==> src/sv/assert_macros.svh <==
// Assertion macros used by the RTL
`ifndef ASSERT_MACROS_SVH
`define ASSERT_MACROS_SVH

`ifndef ASSERT_OFF
`define ASSERT_CLK(lbl, clk, rst_n, prop) \
  lbl: assert property (@(posedge clk) disable iff (!rst_n) prop) \
    else $error("assertion failed");
`define ASSERT_NR(lbl, clk, prop) \
  lbl: assert property (@(posedge clk) prop) else $error("assertion failed");
`else
`define ASSERT_CLK(lbl, clk, rst_n, prop)
`define ASSERT_NR(lbl, clk, prop)
`endif

`endif

==> src/sv/hc_pkg.sv <==
package hc_pkg;

  typedef logic [4:0] letter_t;

  localparam letter_t MODULUS    = 5'd26;
  localparam letter_t PAD_LETTER = 5'd23;

  localparam logic [2:0] CFG_KEY_TL  = 3'd0;
  localparam logic [2:0] CFG_KEY_TR  = 3'd1;
  localparam logic [2:0] CFG_KEY_BL  = 3'd2;
  localparam logic [2:0] CFG_KEY_BR  = 3'd3;
  localparam logic [2:0] CFG_DIR     = 3'd4;

  localparam logic [2:0] SETTLE_CYCLES = 3'd4;

  typedef struct packed {
    letter_t p0;
    letter_t p1;
    logic    last;
  } pair_t;

  typedef struct packed {
    logic    ok;
    letter_t m00;
    letter_t m01;
    letter_t m10;
    letter_t m11;
  } kmat_t;

  function automatic letter_t red_letter(input logic [4:0] v);
    return (v >= MODULUS) ? v - MODULUS : v;
  endfunction

  function automatic letter_t mod26(input logic [10:0] v);
    logic [22:0] prod;
    logic [6:0]  q;
    logic [10:0] r;
    prod = 23'(v) * 23'd2520;
    q    = prod[22:16];
    r    = v - 11'(11'(q) * 11'd26);
    if (r >= 11'd26) begin
      r = r - 11'd26;
    end
    return r[4:0];
  endfunction

  function automatic letter_t inv_det(input letter_t d);
    letter_t res;
    unique case (d)
      5'd1:    res = 5'd1;
      5'd3:    res = 5'd9;
      5'd5:    res = 5'd21;
      5'd7:    res = 5'd15;
      5'd9:    res = 5'd3;
      5'd11:   res = 5'd19;
      5'd15:   res = 5'd7;
      5'd17:   res = 5'd23;
      5'd19:   res = 5'd11;
      5'd21:   res = 5'd5;
      5'd23:   res = 5'd17;
      5'd25:   res = 5'd25;
      default: res = 5'd0;
    endcase
    return res;
  endfunction

  function automatic letter_t neg26(input letter_t x);
    return (x == 5'd0) ? 5'd0 : MODULUS - x;
  endfunction

endpackage

==> src/sv/hc_keysched.sv <==
module hc_keysched import hc_pkg::*; (
  input  logic       clk,
  input  logic       rst_n,
  input  logic       cfg_we,
  input  logic [2:0] cfg_index,
  input  logic [4:0] cfg_wdata,
  output kmat_t      kmat
);

  letter_t     k_tl_r, k_tr_r, k_bl_r, k_br_r;
  logic        dir_r;
  logic [2:0]  settle_r;
  logic [9:0]  ad_r, bc_r;
  letter_t     det_r;
  letter_t     inv;
  logic [9:0]  pa_r, pb_r, pc_r, pd_r;
  letter_t     m00_r, m01_r, m10_r, m11_r;
  letter_t     wval;

  assign wval = red_letter(cfg_wdata);

  always_ff @(posedge clk) begin
    if (!rst_n) begin
      k_tl_r   <= 5'd9;
      k_tr_r   <= 5'd4;
      k_bl_r   <= 5'd5;
      k_br_r   <= 5'd7;
      dir_r    <= 1'b0;
      settle_r <= SETTLE_CYCLES;
    end else begin
      if (cfg_we) begin
        settle_r <= SETTLE_CYCLES;
        unique case (cfg_index)
          CFG_KEY_TL: k_tl_r <= wval;
          CFG_KEY_TR: k_tr_r <= wval;
          CFG_KEY_BL: k_bl_r <= wval;
          CFG_KEY_BR: k_br_r <= wval;
          CFG_DIR:    dir_r  <= cfg_wdata[0];
          default:    ;
        endcase
      end else if (settle_r != 3'd0) begin
        settle_r <= settle_r - 3'd1;
      end
    end
  end

  assign inv = inv_det(det_r);

  always_ff @(posedge clk) begin
    ad_r  <= {5'b0, k_tl_r} * {5'b0, k_br_r};
    bc_r  <= {5'b0, k_tr_r} * {5'b0, k_bl_r};
    det_r <= mod26(11'(ad_r) + 11'd676 - 11'(bc_r));
    pa_r  <= {5'b0, inv} * {5'b0, k_tl_r};
    pb_r  <= {5'b0, inv} * {5'b0, k_tr_r};
    pc_r  <= {5'b0, inv} * {5'b0, k_bl_r};
    pd_r  <= {5'b0, inv} * {5'b0, k_br_r};
    m00_r <= dir_r ? mod26(11'(pd_r)) : k_tl_r;
    m01_r <= dir_r ? neg26(mod26(11'(pb_r))) : k_tr_r;
    m10_r <= dir_r ? neg26(mod26(11'(pc_r))) : k_bl_r;
    m11_r <= dir_r ? mod26(11'(pa_r)) : k_br_r;
  end

  assign kmat.ok  = (settle_r == 3'd0);
  assign kmat.m00 = m00_r;
  assign kmat.m01 = m01_r;
  assign kmat.m10 = m10_r;
  assign kmat.m11 = m11_r;

endmodule

==> src/sv/hc_front.sv <==
module hc_front import hc_pkg::*; (
  input  logic       clk,
  input  logic       rst_n,
  input  logic       in_valid,
  output logic       in_ready,
  input  logic [4:0] in_letter_in,
  input  logic       in_final_letter,
  output logic       push_valid,
  input  logic       push_ready,
  output pair_t      push_data
);

  logic    hold_r, hold_nxt;
  logic    pv_r, pv_nxt;
  letter_t held_r;
  pair_t   pair_r;
  letter_t letter;
  logic    accept;
  logic    closes;

  assign letter   = red_letter(in_letter_in);
  assign in_ready = !pv_r || push_ready;
  assign accept   = in_valid && in_ready;
  assign closes   = hold_r || in_final_letter;

  always_comb begin
    hold_nxt = hold_r;
    pv_nxt   = pv_r && !push_ready;
    if (accept) begin
      if (closes) begin
        pv_nxt   = 1'b1;
        hold_nxt = 1'b0;
      end else begin
        hold_nxt = 1'b1;
      end
    end
  end

  always_ff @(posedge clk) begin
    if (!rst_n) begin
      hold_r <= 1'b0;
      pv_r   <= 1'b0;
    end else begin
      hold_r <= hold_nxt;
      pv_r   <= pv_nxt;
    end
  end

  always_ff @(posedge clk) begin
    if (accept && !closes) begin
      held_r <= letter;
    end
    if (accept && closes) begin
      if (hold_r) begin
        pair_r <= '{p0: held_r, p1: letter, last: in_final_letter};
      end else begin
        pair_r <= '{p0: letter, p1: PAD_LETTER, last: 1'b1};
      end
    end
  end

  assign push_valid = pv_r;
  assign push_data  = pair_r;

endmodule

==> src/sv/hc_queue.sv <==
module hc_queue import hc_pkg::*; (
  input  logic  clk,
  input  logic  rst_n,
  input  logic  push_valid,
  output logic  push_ready,
  input  pair_t push_data,
  output logic  pop_valid,
  input  logic  pop_ready,
  output pair_t pop_data
);

  pair_t      mem [2];
  logic       wr_ptr_r, rd_ptr_r;
  logic [1:0] cnt_r;
  logic       push, pop;

  assign push_ready = (cnt_r != 2'd2);
  assign pop_valid  = (cnt_r != 2'd0);
  assign push       = push_valid && push_ready;
  assign pop        = pop_valid && pop_ready;
  assign pop_data   = mem[rd_ptr_r];

  always_ff @(posedge clk) begin
    if (!rst_n) begin
      wr_ptr_r <= 1'b0;
      rd_ptr_r <= 1'b0;
      cnt_r    <= 2'd0;
    end else begin
      if (push) begin
        wr_ptr_r <= !wr_ptr_r;
      end
      if (pop) begin
        rd_ptr_r <= !rd_ptr_r;
      end
      if (push && !pop) begin
        cnt_r <= cnt_r + 2'd1;
      end else if (pop && !push) begin
        cnt_r <= cnt_r - 2'd1;
      end
    end
  end

  always_ff @(posedge clk) begin
    if (push) begin
      mem[wr_ptr_r] <= push_data;
    end
  end

endmodule

==> src/sv/hc_back.sv <==
`include "assert_macros.svh"

module hc_back import hc_pkg::*; (
  input  logic       clk,
  input  logic       rst_n,
  input  kmat_t      kmat,
  input  logic       pop_valid,
  output logic       pop_ready,
  input  pair_t      pop_data,
  output logic       out_valid,
  input  logic       out_ready,
  output logic [4:0] out_letter_out,
  output logic       out_final_out
);

  logic        x_valid_r, x_valid_nxt;
  logic [10:0] x_s0_r, x_s1_r;
  logic        x_last_r;
  logic        y_valid_r, y_valid_nxt;
  logic        y_phase_r, y_phase_nxt;
  letter_t     y_l0_r, y_l1_r;
  logic        y_last_r;
  logic        y_load, x_adv, pop_fire;

  assign y_load    = !y_valid_r || (out_ready && y_phase_r);
  assign x_adv     = !x_valid_r || y_load;
  assign pop_ready = x_adv && kmat.ok;
  assign pop_fire  = pop_valid && pop_ready;

  always_comb begin
    x_valid_nxt = x_adv ? pop_fire : x_valid_r;
    y_valid_nxt = y_valid_r;
    y_phase_nxt = y_phase_r;
    if (y_load) begin
      y_valid_nxt = x_valid_r;
      y_phase_nxt = 1'b0;
    end else if (out_ready) begin
      y_phase_nxt = 1'b1;
    end
  end

  always_ff @(posedge clk) begin
    if (!rst_n) begin
      x_valid_r <= 1'b0;
      y_valid_r <= 1'b0;
      y_phase_r <= 1'b0;
    end else begin
      x_valid_r <= x_valid_nxt;
      y_valid_r <= y_valid_nxt;
      y_phase_r <= y_phase_nxt;
    end
  end

  always_ff @(posedge clk) begin
    if (pop_fire) begin
      x_s0_r   <= {6'b0, kmat.m00} * {6'b0, pop_data.p0}
                + {6'b0, kmat.m01} * {6'b0, pop_data.p1};
      x_s1_r   <= {6'b0, kmat.m10} * {6'b0, pop_data.p0}
                + {6'b0, kmat.m11} * {6'b0, pop_data.p1};
      x_last_r <= pop_data.last;
    end
    if (y_load) begin
      y_l0_r   <= mod26(x_s0_r);
      y_l1_r   <= mod26(x_s1_r);
      y_last_r <= x_last_r;
    end
  end

  assign out_valid      = y_valid_r;
  assign out_letter_out = y_phase_r ? y_l1_r : y_l0_r;
  assign out_final_out  = y_phase_r && y_last_r;

  `ASSERT_CLK(a_phase_valid, clk, rst_n, y_phase_r |-> y_valid_r)
  `ASSERT_CLK(a_drain, clk, rst_n, (y_valid_r && y_phase_r && out_ready && !x_valid_r) |=> !y_valid_r)
  `ASSERT_CLK(a_x_hold, clk, rst_n, (x_valid_r && !y_load) |=> (x_valid_r && $stable(x_s0_r)))

endmodule

==> src/sv/hill_cipher_2x2.sv <==
// channel  handshake           payload
// in       in_valid/in_ready   in_letter_in, in_final_letter
// out      out_valid/out_ready out_letter_out, out_final_out
// cfg      cfg_we              cfg_index, cfg_wdata
//
// One letter in per cycle while out_ready is high and kmat.ok; pairs leave as two letters.
// A closed pair passes the front register, the queue, then the x and y registers.
// rst_n is synchronous; after reset or any cfg write the key pipeline settles while
// settle_r counts down, during which letters are still taken but no pair leaves the queue.
// A two-entry pair queue lets the front and back stall independently.
module hill_cipher_2x2 import hc_pkg::*; (
  input  logic       clk,
  input  logic       rst_n,
  input  logic       in_valid,
  output logic       in_ready,
  input  logic [4:0] in_letter_in,
  input  logic       in_final_letter,
  output logic       out_valid,
  input  logic       out_ready,
  output logic [4:0] out_letter_out,
  output logic       out_final_out,
  input  logic       cfg_we,
  input  logic [2:0] cfg_index,
  input  logic [4:0] cfg_wdata
);

  kmat_t kmat;
  logic  push_valid, push_ready, pop_valid, pop_ready;
  pair_t push_data, pop_data;

  hc_keysched u_keysched (
    .clk       (clk),
    .rst_n     (rst_n),
    .cfg_we    (cfg_we),
    .cfg_index (cfg_index),
    .cfg_wdata (cfg_wdata),
    .kmat      (kmat)
  );

  hc_front u_front (
    .clk             (clk),
    .rst_n           (rst_n),
    .in_valid        (in_valid),
    .in_ready        (in_ready),
    .in_letter_in    (in_letter_in),
    .in_final_letter (in_final_letter),
    .push_valid      (push_valid),
    .push_ready      (push_ready),
    .push_data       (push_data)
  );

  hc_queue u_queue (
    .clk        (clk),
    .rst_n      (rst_n),
    .push_valid (push_valid),
    .push_ready (push_ready),
    .push_data  (push_data),
    .pop_valid  (pop_valid),
    .pop_ready  (pop_ready),
    .pop_data   (pop_data)
  );

  hc_back u_back (
    .clk            (clk),
    .rst_n          (rst_n),
    .kmat           (kmat),
    .pop_valid      (pop_valid),
    .pop_ready      (pop_ready),
    .pop_data       (pop_data),
    .out_valid      (out_valid),
    .out_ready      (out_ready),
    .out_letter_out (out_letter_out),
    .out_final_out  (out_final_out)
  );

endmodule
==> config.mk <==
export PLATFORM = sky130hd
export DESIGN_NAME = hill_cipher_2x2
export DESIGN_NICKNAME = d
export VERILOG_FILES = /design/src/sv/hc_pkg.sv /design/src/sv/hc_keysched.sv /design/src/sv/hc_front.sv /design/src/sv/hc_queue.sv /design/src/sv/hc_back.sv /design/src/sv/hill_cipher_2x2.sv
export VERILOG_INCLUDE_DIRS = /design/src /design/src/sv
export SDC_FILE = /design/constraint.sdc
export NUM_CORES = 1
export LEC_CHECK = 0
export BUFFER_PORTS_ARGS = -buffer_cell sky130_fd_sc_hd__buf_2
export CORE_MARGIN = 3
export CORE_UTILIZATION = 43
export CTS_BUF_LIST = sky130_fd_sc_hd__clkbuf_8 sky130_fd_sc_hd__clkbuf_16
export CTS_CLUSTER_SIZE = 16
export DETAILED_ROUTE_END_ITERATION = 8
export GPL_ROUTABILITY_DRIVEN = 0
export PLACE_DENSITY = 0.55
export SYNTH_ARGS = -nofsm -noshare
export SYNTH_HDL_FRONTEND = slang
export SYNTH_SLANG_ARGS = --single-unit
==> constraint.sdc <==
create_clock -name clk -period 13.7 [get_ports clk]
set_clock_uncertainty 0.05 [all_clocks]
set_input_delay 2.74 -clock clk [delete_from_list [all_inputs] [get_ports clk]]
set_output_delay 2.74 -clock clk [all_outputs]
set_load 0.01 [all_outputs]
==> metrics.cfg <==
[clock_network]
cts_resized = 0
cts_buffers = 17
clk_pin_slew_ns = 0.07
htree_levels = 4
post_cts_buffers = 0
clockBufferDepth = 2
cts_tree = yes
clock-sinks = 191
clk_latency_ns = 0.47
cts_hold_buf = 0
cts-root-buf = clkbuf_16

[critical_path]
crit_top_cell = ha_1
endpoint_kind = flop
critPathKind = flop to flop
slowest_delay_ns = 0.53
worst-path-buf-inv = 5
cp-start-kind = flop
crit_arrival_ns = 10.78
critPathRequiredTime_ns = 14.02
slowest_stage = fa_1
worstPathMaxFanout = 14
crit_family = adder cells

[floorplanning]
rows = 99
dieHeight_microns = 278.7
ioPinCount = 27
floorplan.initialDensity_pct = 43.62
die-width_microns = 278.7
dieArea_sq_mm = 0.07770
core-area_sq_mm = 0.07333

[synth]
ys_seq_area_share_pct = 14.21
synth_edf_count = 72
ys_ff_latch = 191
synth_cell_type_count = 92
syn-cell-area_sq_mm = 0.03199
synthArstFlopShare_pct = 0
synth-warning-count = 0
synth_flop_cell = dfxtp_1
syn_nets = 4466
syn_area_per_cell_sq_um = 9.397
synthCells = 3404

[sta]
worst_pin_slew_ns = 1.021
min_period_ns = 10.46
max-slew-margin-rel_pct = 31.67
rsz0062_at_grt = no
setup_viol = 0
fmax_mhz = 95.57
finalMaxSlewViolations = 0
period_share_pct = 76.38
finalHoldViolations = 0
hold-worst-slack_ns = 0.3722
tns_ns = 0

[global_route]
grt_usage_pct = 16.49
grt_overflow = 0
grt_pass1_vias = 22170
grt_pass1_wl_microns = 106200
grt_max_degree = 33
antenna_found_initial = 0

[layout]
drive_gt1_share_pct = 3.041
finalNonFillerCells = 4379
fin_nets = 4469
diodes = 0
layout_commonest_cell = inv_1
multi_input_area_sq_mm = 0.02432
area_growth_syn_to_layout_pct = 5.558
final_cell_mix = inv_1 (781), ha_1 (689), fa_1 (354), nand2_1 (182), a21oi_1 (158)
finalCoreUtilization_pct = 46.04
fillerInstances = 7224
regArea_sq_mm = 0.004544

[routing]
totalWireLength_microns = 59820
wl_per_cell_microns = 13.66
ant_nets = 0
drc = 0
drt_first_pass_iters = 5
vias = 21470
drt_iter0_markers = 625
via_per_inst = 4.903

[placement]
dp_cells = 4347
dpl.hpwl_microns = 50860
io_buffers = 26

[job]
drv_cap = 0

[run_status]
outcome = complete, no violations

[worst_hold_path]
hold_path.class = flop to flop

==> state kept, by name (all words and copies together), names as in the netlist, 10 cells and up, named ones only <==
name,flops
u_keysched.pb_r,10
u_keysched.pa_r,10
u_keysched.bc_r,10
u_front.push_data,11
u_back.x_s0_r,11
u_keysched.ad_r,10
u_keysched.pd_r,10
u_keysched.pc_r,10
u_queue.mem,22
u_back.x_s1_r,11
==> layout make-up <==
class                           instances  area share (%)
Multi-Input combinational cell       2386           72.02
Sequential cell                       191           13.46
Inverter                              777           8.653
Tap cell                              959           3.554
Clock buffer                           18           1.301
Timing Repair Buffer                   34          0.5633
Clock inverter                         14          0.4521
==> worst register-to-register path: cells and delay by family, from the launching register on <==
kind	cells	cell delay (ns)
XOR/XNOR	3	0.69
flip-flops	1	0.31
adder cells (fa/ha/maj)	12	4.33
buffers and inverters	5	0.49
AO/OA/AOI/OAI	16	3.72
AND/OR/NAND/NOR	6	0.78
==> stage by stage <==
stage / cell area (sq um) / setup WS [ns]
6_report: 33760 / 3.236
5_1_grt: 33760 / 2.369
4_1_cts: 33760 / 3.111
3_5_place_dp: 33170 / 3.180
3_3_place_gp: 33170 / 3.259
2_1_floorplan: 31990 / 4.207
==> routing by layer <==
| layer | vias to the layer above | GRT usage, % | routed length (microns) |
|---|---|---|---|
| li1 | 11010 | - | - |
| met5 | - | 0 | 0 |
| met2 | 120 | 28.34 | 28430 |
| met4 | 0 | 3.556 | 701 |
| met3 | 33 | 1.505 | 975 |
| met1 | 10310 | 22.68 | 29710 |
==> synth_stat cells (all sizes together) (6+ instances only) <==
cell type    n  area, sq um
o21a        22        165.2
o31ai       11        82.58
a21boi      16        120.1
fa         354         7087
dfxtp      119         2382
a211oi      11        92.58
a21o        56        420.4
inv        777         2922
clkbuf      43        161.4
and2       129        809.5
ha         689         8621
nand4        6        37.54
a211o        7        61.31
edfxtp      72         2162
nor2b       74        462.9
xnor2      138         1224
o21bai      49        367.9
nand2b      29        181.4
mux2        17        191.4
o211ai      11        82.58
or3          8        50.05
nor2       104        392.9
and3         7        45.05
mux2i       29        294.0
buf          7        46.29
nand2      182        683.2
o21ai       82        414.2
nand3       19        107.6
a31oi       12        81.33
xor2        62        550.5
a21oi      159        795.8
nor3        22        115.1
==> kinds of logic (layout without fill, tap and decap cells) <==
family / after synthesis / in the layout / synth area share [%]
adder cells (fa/ha/maj): 1044 / 1044 / 49.14
buffers and inverters: 827 / 843 / 9.783
AND/OR/NAND/NOR: 604 / 604 / 9.650
AO/OA/AOI/OAI: 492 / 492 / 10.15
XOR/XNOR: 200 / 200 / 5.547
flip-flops: 191 / 191 / 14.21
multiplexers: 46 / 46 / 1.518
==> worst paths after layout <==
path	start	endpoint	slack (ns)	cells past startpoint
hold reg to reg	u_back.x_last_r	u_back.y_last_r	0.37	0
setup reg to reg	u_keysched.bc_r[1]	u_keysched.inv[0]	3.24	42
hold / removal	u_back.x_last_r	u_back.y_last_r	0.37	0
setup / recovery	u_keysched.bc_r[1]	u_keysched.inv[0]	3.24	42
Power is left out: the tool's default activity adds up to more than one toggle a clock period on the data nets, which glitch-free logic cannot reach.
